**src/design/rpn_pkg.sv**
```systemverilog
// Package for the RPN stack calculator: payload structs, command codes,
// controller states and the command/status structs between controller and datapath.
// No dependencies.
package rpn_pkg;

    localparam int STACK_DEPTH_DEF = 128;
    localparam int DIV_STEPS       = 48;
    localparam int DIV_CNT_W       = $clog2(DIV_STEPS);

    localparam logic [3:0] FUNC_PUSH     = 4'd0;
    localparam logic [3:0] FUNC_CLEAR    = 4'd1;
    localparam logic [3:0] FUNC_PEEK     = 4'd2;
    localparam logic [3:0] FUNC_DUP      = 4'd3;
    localparam logic [3:0] FUNC_SWAP     = 4'd4;
    localparam logic [3:0] FUNC_ADD      = 4'd5;
    localparam logic [3:0] FUNC_SUB      = 4'd6;
    localparam logic [3:0] FUNC_MUL      = 4'd7;
    localparam logic [3:0] FUNC_DIV      = 4'd8;
    localparam logic [3:0] FUNC_MOD      = 4'd9;
    localparam logic [3:0] FUNC_POP_SHOW = 4'd10;

    typedef struct packed {
        logic [3:0]         func;
        logic signed [31:0] operand;
    } in_item_t;

    typedef struct packed {
        logic               shows_value;
        logic signed [31:0] shown_value;
        logic               underflow;
        logic               overflow;
        logic               divide_by_zero;
        logic               unknown_command;
    } out_item_t;

    typedef enum logic [1:0] {
        SRC_OPND,
        SRC_A,
        SRC_B,
        SRC_R
    } push_src_t;

    typedef enum logic [3:0] {
        S_IDLE,
        S_DISPATCH,
        S_POP_A,
        S_WAIT_A,
        S_CHECK_A,
        S_POP_B,
        S_WAIT_B,
        S_EXEC,
        S_MUL_FIX,
        S_DIV_RUN,
        S_DIV_FIX,
        S_PUSH_1,
        S_PUSH_2,
        S_PEEK_RD,
        S_PEEK_WAIT,
        S_DONE
    } state_t;

    typedef struct packed {
        logic      start;
        logic      pop;
        logic      cap_a;
        logic      cap_b;
        logic      cap_show;
        logic      show_a;
        logic      clear_depth;
        logic      set_under;
        logic      set_divz;
        logic      set_unk;
        logic      push;
        push_src_t push_sel;
        logic      alu_exec;
        logic      alu_sub;
        logic      mul_exec;
        logic      mul_fix;
        logic      div_start;
        logic      div_mod;
        logic      div_step;
        logic      div_fix;
        logic      out_load;
    } dp_cmd_t;

    typedef struct packed {
        logic depth_zero;
        logic a_zero;
        logic a_int_zero;
        logic div_last;
        logic out_free;
    } dp_status_t;

    function automatic logic signed [16:0] trunc16(input logic signed [31:0] x);
        logic signed [16:0] fl;
        fl = {x[31], x[31:16]};
        if (x[31] && (x[15:0] != 16'd0))
            fl = fl + 17'sd1;
        return fl;
    endfunction

endpackage

```
**src/design/rpn_ctrl.sv**
```systemverilog
// Controller state machine of the RPN stack calculator.
// Depends on rpn_pkg; drives rpn_datapath through dp_cmd_t.
module rpn_ctrl
    import rpn_pkg::*;
(
    input  logic       clk,
    input  logic       rst_n,
    input  logic       in_valid,
    output logic       in_ready,
    input  logic [3:0] in_func,
    input  dp_status_t status,
    output dp_cmd_t    cmd
);

    state_t     state_reg, state_next;
    logic [3:0] func_reg;
    logic       accept;

    assign in_ready = (state_reg == S_IDLE);
    assign accept   = in_valid && in_ready;

    always_ff @(posedge clk or negedge rst_n)
    begin
        if (!rst_n)
            state_reg <= S_IDLE;
        else
            state_reg <= state_next;
    end

    always_ff @(posedge clk)
    begin
        if (accept)
            func_reg <= in_func;
    end

    always_comb
    begin
        state_next = state_reg;
        unique case (state_reg)
            S_IDLE:
                if (accept)
                    state_next = S_DISPATCH;
            S_DISPATCH:
                case (func_reg)
                    FUNC_PUSH: state_next = S_PUSH_1;
                    FUNC_PEEK: state_next = status.depth_zero ? S_DONE : S_PEEK_RD;
                    FUNC_CLEAR, FUNC_DUP, FUNC_SWAP, FUNC_ADD, FUNC_SUB, FUNC_MUL,
                    FUNC_DIV, FUNC_MOD, FUNC_POP_SHOW:
                        state_next = S_POP_A;
                    default:   state_next = S_DONE;
                endcase
            S_POP_A:   state_next = S_WAIT_A;
            S_WAIT_A:  state_next = S_CHECK_A;
            S_CHECK_A:
                case (func_reg)
                    FUNC_CLEAR, FUNC_POP_SHOW: state_next = S_DONE;
                    FUNC_DUP:                  state_next = S_PUSH_1;
                    FUNC_DIV: state_next = status.a_zero ? S_DONE : S_POP_B;
                    FUNC_MOD: state_next = status.a_int_zero ? S_DONE : S_POP_B;
                    default:                   state_next = S_POP_B;
                endcase
            S_POP_B:   state_next = S_WAIT_B;
            S_WAIT_B:  state_next = S_EXEC;
            S_EXEC:
                case (func_reg)
                    FUNC_MUL:           state_next = S_MUL_FIX;
                    FUNC_DIV, FUNC_MOD: state_next = S_DIV_RUN;
                    default:            state_next = S_PUSH_1;
                endcase
            S_MUL_FIX: state_next = S_PUSH_1;
            S_DIV_RUN:
                if (status.div_last)
                    state_next = S_DIV_FIX;
            S_DIV_FIX: state_next = S_PUSH_1;
            S_PUSH_1:
                state_next = (func_reg == FUNC_DUP || func_reg == FUNC_SWAP) ? S_PUSH_2
                                                                             : S_DONE;
            S_PUSH_2:    state_next = S_DONE;
            S_PEEK_RD:   state_next = S_PEEK_WAIT;
            S_PEEK_WAIT: state_next = S_DONE;
            S_DONE:
                if (status.out_free)
                    state_next = S_IDLE;
            default:     state_next = S_IDLE;
        endcase
    end

    always_comb
    begin
        cmd          = '0;
        cmd.push_sel = SRC_R;
        cmd.alu_sub  = (func_reg == FUNC_SUB);
        cmd.div_mod  = (func_reg == FUNC_MOD);
        unique case (state_reg)
            S_IDLE:
                cmd.start = accept;
            S_DISPATCH:
                case (func_reg)
                    FUNC_PEEK: cmd.set_under = status.depth_zero;
                    FUNC_PUSH, FUNC_CLEAR, FUNC_DUP, FUNC_SWAP, FUNC_ADD, FUNC_SUB,
                    FUNC_MUL, FUNC_DIV, FUNC_MOD, FUNC_POP_SHOW:
                        cmd.set_unk = 1'b0;
                    default:   cmd.set_unk = 1'b1;
                endcase
            S_POP_A, S_POP_B:
                cmd.pop = 1'b1;
            S_WAIT_A:
                cmd.cap_a = 1'b1;
            S_CHECK_A:
                case (func_reg)
                    FUNC_CLEAR:
                    begin
                        cmd.show_a      = 1'b1;
                        cmd.clear_depth = 1'b1;
                    end
                    FUNC_POP_SHOW: cmd.show_a   = 1'b1;
                    FUNC_DIV:      cmd.set_divz = status.a_zero;
                    FUNC_MOD:      cmd.set_divz = status.a_int_zero;
                    default:       cmd.show_a   = 1'b0;
                endcase
            S_WAIT_B:
                cmd.cap_b = 1'b1;
            S_EXEC:
                case (func_reg)
                    FUNC_ADD, FUNC_SUB: cmd.alu_exec  = 1'b1;
                    FUNC_MUL:           cmd.mul_exec  = 1'b1;
                    FUNC_DIV, FUNC_MOD: cmd.div_start = 1'b1;
                    default:            cmd.alu_exec  = 1'b0;
                endcase
            S_MUL_FIX:
                cmd.mul_fix = 1'b1;
            S_DIV_RUN:
                cmd.div_step = 1'b1;
            S_DIV_FIX:
                cmd.div_fix = 1'b1;
            S_PUSH_1:
            begin
                cmd.push = 1'b1;
                case (func_reg)
                    FUNC_PUSH:          cmd.push_sel = SRC_OPND;
                    FUNC_DUP, FUNC_SWAP: cmd.push_sel = SRC_A;
                    default:            cmd.push_sel = SRC_R;
                endcase
            end
            S_PUSH_2:
            begin
                cmd.push     = 1'b1;
                cmd.push_sel = (func_reg == FUNC_SWAP) ? SRC_B : SRC_A;
            end
            S_PEEK_RD:
                cmd.pop = 1'b0;
            S_PEEK_WAIT:
                cmd.cap_show = 1'b1;
            S_DONE:
                cmd.out_load = status.out_free;
            default:
                cmd.start = 1'b0;
        endcase
    end

endmodule

```
**config.mk**
```make
export PLATFORM = sky130hd
export DESIGN_NAME = rpn_ctrl
export DESIGN_NICKNAME = d
export VERILOG_FILES = /design/src/design/rpn_pkg.sv /design/src/design/rpn_ctrl.sv
export SDC_FILE = /design/constraint.sdc
export NUM_CORES = 1
export LEC_CHECK = 0
export ABC_CLOCK_PERIOD_IN_PS = 1580
export BUFFER_PORTS_ARGS = -buffer_cell sky130_fd_sc_hd__buf_2
export CAP_MARGIN = 25
export CORE_MARGIN = 5
export CORE_UTILIZATION = 43
export CTS_CLUSTER_SIZE = 40
export DETAILED_ROUTE_END_ITERATION = 10
export PLACE_DENSITY = 0.74
export SLEW_MARGIN = 15
export SYNTH_ARGS = -nofsm -noshare
export SYNTH_HDL_FRONTEND = slang
export SYNTH_SLANG_ARGS = --single-unit
```
**constraint.sdc**
```tcl
create_clock -name clk -period 1.58 [get_ports clk]
set_clock_uncertainty 0.1 [all_clocks]
set_input_delay 0.316 -clock clk [delete_from_list [all_inputs] [get_ports clk]]
set_output_delay 0.316 -clock clk [all_outputs]
set_load 0.02 [all_outputs]
```
==> results of run 1 <==
## logic make-up after synthesis
kind of cell           Yosys count
AND/OR/NAND/NOR                 68
AO/OA/AOI/OAI                   31
buffers and inverters           18
flip-flops                       8
multiplexers                     3
## metrics by stage
stage	utilization, %	area [µm²]	setup WS (ns)	hold slack (ns)	cells
after floorplan	-	1070	-0.212	-0.0796	128
after global placement	73.8	1480	-0.242	0.0241	214
after detailed placement	73.8	1480	-0.266	0.0289	214
==> impl_metrics.yaml, run 1 <==
synth:
  yosysWarningCount: 0
  synth.top_cell.area_share_pct: 13.2
  synth-simple-area-share_pct: 40.4
  synth_top_family_by_area: "simple AND/OR/NAND/NOR gates"
  synthAdderAreaFrac_pct: 0
  synth-seq-cells: 8
  synth.distinct_cells: 41
  synth_mux_area_share_pct: 3.42
  syn_area_um2: 913
  syn_area_per_cell_um2: 7.14
  synthCells: 128
  seq_area_frac_synth_pct: 24.1
  synth-compound-area-share_pct: 22.7
  synth.top_cells.by_count: "17 x nor2_1, 11 x nor3_1, 8 x nand2_1, 8 x o21ai_0"
  synth_edf_count: 4
  syn-num-nets: 140
  synth_xor_area_share_pct: 0
  async_reset_ff_share_pct: 50.0
  yosysTopAreaCell: "edfxtp_1"
  synth_ff_type: "edfxtp_1"
  yosys-top-cells-area: "edfxtp_1 13%, dfrtp_1 11%, nor2_1 7.0%"
  synth.most_common_cell: "nor2_1"
clock_tree:
  cts_resized: 94
  clockBufferDepth: 2
  cts_buffers: 3
  ctsHoldBuffers: 1
  cts_root_buf: "clkbuf_4"
  cts_sinks: 8
  post_cts_buffers: 19
  cts_max_level: 1
placement:
  hpwl_mm: 2.64
  routabilityCongestion: 0.865
  io_buffers: 34
floorplanning:
  initial_core_util_pct: 45.6
  ioPinCount: 35
  fp.dieW_um: 56.1
  die_h_um: 56.1
  rows: 16
outcome:
  error_line: "[ERROR DPL-0033] detailed placement checks failed during check placement."
  status: "aborted with a tool error"
  haltStage: "clock tree synthesis (4_1_cts)"
==> run 2, diff against run 1 <==
==> config.mk (replaced) <==
export PLATFORM = sky130hd
export DESIGN_NAME = rpn_ctrl
export DESIGN_NICKNAME = d
export VERILOG_FILES = /design/src/design/rpn_pkg.sv /design/src/design/rpn_ctrl.sv
export SDC_FILE = /design/constraint.sdc
export NUM_CORES = 1
export LEC_CHECK = 0
export ABC_CLOCK_PERIOD_IN_PS = 2050
export BUFFER_PORTS_ARGS = -buffer_cell sky130_fd_sc_hd__buf_2
export CAP_MARGIN = 25
export CORE_AREA = 5 5 66 68
export DETAILED_ROUTE_END_ITERATION = 10
export DIE_AREA = 0 0 71 73
export PLACE_DENSITY_LB_ADDON = 0.15
export SLEW_MARGIN = 15
export SYNTH_ARGS = -nofsm -noshare
export SYNTH_HDL_FRONTEND = slang
export SYNTH_SLANG_ARGS = --single-unit
==> constraint.sdc (replaced) <==
create_clock -name clk -period 2.05 [get_ports clk]
set_clock_uncertainty 0.1 [all_clocks]
set_input_delay 0.41 -clock clk [delete_from_list [all_inputs] [get_ports clk]]
set_output_delay 0.41 -clock clk [all_outputs]
set_load 0.02 [all_outputs]
==> run 2 against run 1 <==
  * The flow now finishes, with violations (negative setup slack)
  * Synthesized cell count unchanged
  * Area after synthesis unchanged
==> impl_metrics.yaml, run 2 <==
outcome:
  status: "finished, violations left"
  violations: "negative setup slack"
power_and_ir_drop:
  irDropWorstVdd_v: 0.000447
  power_frac_seq_pct: 16.8
  clock_power_share_pct: 12.2
  combPwrFrac_pct: 71.0
  cellInternalPower_w: 0.000840
  p_sw_share_pct: 46.7
  power_switching_w: 0.000735
  p_leak_nw: 0.645
  powerDensity_nw_per_um2: 1070
job:
  cap_viol_max_count: 0
cells_and_area:
  final_area_um2: 1480
  nNetsFinal: 195
  drive_gt1_share_pct: 47.3
  post-route-util_pct: 38.9
  area_delta_synth_final_pct: 61.8
  final_cells: 232
  final_common_cell: "buf_4"
  diodes: 0
  final_cell_mix: "31 x buf_4, 27 x buf_2, 16 x nor2_1"
synth:
  syn_area_um2: 913
  yosysWarningCount: 0
  async_reset_ff_share_pct: 50.0
  seq_area_frac_synth_pct: 24.1
  syn_area_per_cell_um2: 7.14
  yosysTopAreaCell: "edfxtp_1"
  synth.top_cell.area_share_pct: 13.2
  synth_edf_count: 4
  synthCells: 128
  synth_ff_type: "edfxtp_1"
  synth.distinct_cells: 41
  syn-num-nets: 140
  yosys-top-cells-area: "edfxtp_1 13%, dfrtp_1 11%, nor2_1 7.0%"
  synth-seq-cells: 8
  synth.most_common_cell: "nor2_1"
  synth.top_cells.by_count: "17 x nor2_1, 11 x nor3_1, 8 x nand2_1, 8 x o21ai_0"
global_route:
  grt_use_total_pct: 12.1
  overflow: 0
  grt_most_used_layer: "met2"
  grt_pass1_wl_mm: 5.13
  grt_pass1_vias: 1127
  grt_use_met1_pct: 14.4
  use_met2_pct: 21.9
  grt_max_degree: 15
  grt_use_met3_pct: 1.38
  antenna_found_initial: 0
worst_hold_path:
  whs_endpoint: "func_reg[1]"
  hp-start: "in_func[1]"
  hp-class: "input port to register"
  holdPathStages: 1
timing:
  worst_slew_pin_slew_ns: 0.421
  post-route-period-util_pct: 105
  slew_viol_final: 0
  worst_slack_ns: -0.106
  max_slew_margin_pct: 72.0
  rsz0062_at_grt: "true"
  period_needed_ns: 2.16
  setup_viol: 3
  finalHoldViolations: 0
  fmax_mhz: 464
detailed_routing:
  viasPerCell: 4.87
  drt-pass1-iter-count: 4
  drt_iter0_drc: 25
  drc_errors: 0
  wl_mm: 3.12
  vias: 1129
  wire_per_inst_um: 13.5
  antenna_left: 0
critical_path:
  cp-start-kind: "register"
  worstPathRequired_ns: 1.54
  arrival_ns: 1.65
  crit_fanout: 2
  r2r_start: "state_reg[1]"
  cp-end-kind: "output pin"
  r2r_end: "state_reg[0]"
  crit_type: "register to output pin"
  reg2reg_slack_ns: 0.14
  rr_worst_depth: 6
placement:
  io_buffers: 34
  hpwl_mm: 2.45
  routabilityCongestion: 0.803
  dpl_cell_area_um2: 1240
  dp_cells: 216
clock_tree:
  clkTransAtPathRegs_ns: 0.04
  clk_latency_ns: 0.22
  cts_tree: "done"
  cts_root_buf: "clkbuf_8"
  cts_buffers: 3
  cts_sinks: 8
  cts_max_level: 1
  clockBufferDepth: 2
floorplanning:
  ioPinCount: 35
  initial_core_util_pct: 24.0
  fp.dieW_um: 71
  dieArea_um2: 5180
  rows: 23
  die_h_um: 73
  core-area_um2: 3800
==> run 2: how the worst max path moves through the flow <==
stage,startpoint,end,cells past startpoint
after global routing,state_reg[1],cmd[14],4
after global placement,state_reg[3],cmd[14],4
after CTS,state_reg[1],cmd[14],4
after detailed placement,state_reg[3],cmd[14],4
after floorplan,state_reg[1],cmd[21],4
final,state_reg[1],cmd[14],4
==> run 2: what timing repair did <==
action | CTS | global route
hold buffers | 1 | 0
resized for setup | 19 | 10
pin swaps | 4 | 2
hold endpoints to repair | 4 | 0
endpoints found under the setup margin | 9 | 13
setup buffers | 8 | 3
==> run 2: routing by layer <==
metal  vias to the layer above  share of wire [%]
met2                        16                 53
met5                         -                  0
met4                         0                1.2
met1                       532                 44
li1                        577                  -
met3                         4                2.2
==> run 2: logic make-up after synthesis <==
logic type | Yosys count | synth area share, %
AO/OA/AOI/OAI | 31 | 22.7
multiplexers | 3 | 3.42
AND/OR/NAND/NOR | 68 | 40.4
flip-flops | 8 | 24.1
buffers and inverters | 18 | 9.31
==> run 2: final cells by class <==
cell class              instances  area (µm²)
inverters                       5        18.8
clock buffers                   4        45.0
well taps                      50        62.6
multi-input cells             102         707
fillers                       408        2320
repair buffers                 63         423
flip-flops and latches          8         221
==> run 2: power by group through the flow <==
stage	clock network, W	logic [W]	registers [W]
floorplan	0	0.000699	0.000235
global placement	0	0.000986	0.000262
detailed placement	0	0.000990	0.000267
CTS	0.000197	0.00110	0.000261
global route	0.000204	0.00122	0.000271
finish	0.000192	0.00112	0.000265
==> run 2: per-stage QoR <==
stage | total power (W) | setup WS (ns) | hold slack [ns] | setup TNS (ns)
after floorplan | 0.000934 | -0.0865 | 0.0144 | -0.0865
after global placement | 0.00125 | 0.0878 | 0.118 | 0
after detailed placement | 0.00126 | 0.0789 | 0.123 | 0
after CTS | 0.00156 | -0.0720 | 0.253 | -0.154
after global routing | 0.00170 | -0.140 | 0.252 | -0.600
final | 0.00158 | -0.106 | 0.260 | -0.185
==> run 2: critical path, cell delays in order (launching register included) <==
cell and delay, ns:
dfrtp_1 0.38, or4b_4 0.58, nor3_4 0.15, and3_1 0.20
buf_6 0.12
No activity file was read; power rests on OpenSTA's default activity.
==> run 3, diff against run 2 <==
--- a/config.mk
+++ b/config.mk
@@ -8,9 +8,9 @@
 export ABC_CLOCK_PERIOD_IN_PS = 2050
 export BUFFER_PORTS_ARGS = -buffer_cell sky130_fd_sc_hd__buf_2
 export CAP_MARGIN = 25
-export CORE_AREA = 5 5 66 68
+export CORE_AREA = 2 2 63 65
 export DETAILED_ROUTE_END_ITERATION = 10
-export DIE_AREA = 0 0 71 73
+export DIE_AREA = 0 0 65 67
 export PLACE_DENSITY_LB_ADDON = 0.15
 export SLEW_MARGIN = 15
 export SYNTH_ARGS = -nofsm -noshare
==> run 3 against run 2 <==
  * The flow still finishes with violations (negative setup slack)
  * Combinational power about the same
  * Routed wire length fell by 8.6%
  * First-iteration DRC count rose by 68%
  * Worst hold slack improved by 0.00097 ns
  * Largest cell class unchanged
  * Largest power group unchanged
==> impl_metrics.yaml, run 3 (same netlist as run 2, synthesis figures left out) <==
clock_tree:
  clockBufferDepth: 2
  cts_tree: "done"
  cts_max_level: 1
  cts_buffers: 3
  clk_latency_ns: 0.22
  cts_sinks: 8
  clkTransAtPathRegs_ns: 0.04
  cts_root_buf: "clkbuf_8"
timing:
  fmax_mhz: 472
  hold_slack_ns: 0.261
  rsz0062_at_grt: "true"
  post-route-period-util_pct: 103
  period_needed_ns: 2.12
  worst_slew_pin_slew_ns: 0.477
  max_slew_margin_pct: 68.2
  slew_viol_final: 0
  setup_viol: 4
  worst_slack_ns: -0.0684
  finalHoldViolations: 0
  setup_tns_ns: -0.149
detailed_routing:
  wire_per_inst_um: 12.7
  antenna_left: 0
  wl_mm: 2.85
  drc_errors: 0
  vias: 1109
  drt-pass1-iter-count: 4
  viasPerCell: 4.93
  drt_iter0_drc: 42
cells_and_area:
  fillers: 377
  final_common_cell: "buf_2"
  post-route-util_pct: 39.9
  nNetsFinal: 190
  area_delta_synth_final_pct: 57.7
  final_cell_mix: "26 x buf_2, 23 x buf_4, 16 x nor2_1"
  final_area_um2: 1440
  diodes: 0
  final_cells: 225
  drive_gt1_share_pct: 44.1
global_route:
  grt_pass1_wl_mm: 4.56
  grt_pass1_vias: 1073
  overflow: 0
  antenna_found_initial: 0
  grt_max_degree: 14
  grt_use_total_pct: 13.3
critical_path:
  worstPathRequired_ns: 1.54
  crit_fanout: 2
  arrival_ns: 1.61
  cp-end-kind: "output pin"
  crit_type: "register to output pin"
  cp-start-kind: "register"
placement:
  hpwl_mm: 2.28
  dpl_cell_area_um2: 1250
  dp_cells: 216
  routabilityCongestion: 0.846
  io_buffers: 34
outcome:
  status: "finished, violations left"
  violations: "negative setup slack"
power_and_ir_drop:
  irDropWorstVdd_v: 0.000413
  p_leak_nw: 0.613
  powerDensity_nw_per_um2: 1090
floorplanning:
  fp.dieW_um: 65
  ioPinCount: 35
  rows: 22
  die_h_um: 67
  dieArea_um2: 4360
  initial_core_util_pct: 25.3
  core-area_um2: 3610
job:
  cap_viol_max_count: 0
worst_hold_path:
  hp-class: "input port to register"
## run 3: worst max-delay path, cell delays in order, from the launching register on
cell	delay (ns)
dfrtp_1	0.38
or4b_4	0.57
nor3_4	0.14
and3_1	0.19
buf_6	0.12
## run 3: where the power goes
part	switching, W	internal (W)
clock network	0.0000544	0.000134
logic	0.000630	0.000492
registers	0.0000441	0.000218
## run 3: layout make-up
| type | instances | area (µm²) | share of cell area [%] |
|---|---|---|---|
| Inverter | 5 | 18.8 | 1.30 |
| Timing Repair Buffer | 58 | 403 | 28.0 |
| Tap cell | 48 | 60.1 | 4.17 |
| Multi-Input combinational cell | 102 | 693 | 48.1 |
| Clock buffer | 4 | 45.0 | 3.13 |
| Sequential cell | 8 | 220 | 15.3 |
## run 3: final timing paths
check / start / endpoint / slack [ns] / cells after the start
setup reg to reg: func_reg[0] / state_reg[3] / 0.27 / 5
hold / removal: in_func[2] / func_reg[2] / 0.26 / 1
min in group asynchronous: rst_n / state_reg[3] / 0.42 / 2
max in group asynchronous: rst_n / state_reg[0] / 1.31 / 2
setup / recovery: state_reg[1] / cmd[14] / -0.07 / 4
hold reg to reg: state_reg[3] / state_reg[2] / 0.58 / 2
## run 3: routing by layer
metal / global-route usage [%] / share of wire, % / routed length [µm] / vias to the layer above
met4: 5.59 / 2.3 / 65 / 0
met1: 16.6 / 45 / 1280 / 508
li1: - / - / - / 568
met5: 0 / 0 / 0 / -
met2: 22.8 / 49 / 1390 / 25
met3: 1.69 / 4.2 / 121 / 8
## run 3: timing repair
item                                   CTS  global route
endpoints found under the hold margin    4             0
setup endpoints to repair                9            14
pin swaps                                0             1
hold buffers                             1             0
resized for setup                       14            16
setup buffers                            1             3
## run 3: metrics by stage
step | total power (W) | worst slack (ns)
after detailed placement | 0.00127 | 0.0882
after global routing | 0.00170 | -0.121
after floorplan | 0.000934 | -0.0865
after global placement | 0.00127 | 0.0892
after CTS | 0.00151 | -0.0629
final | 0.00157 | -0.0684
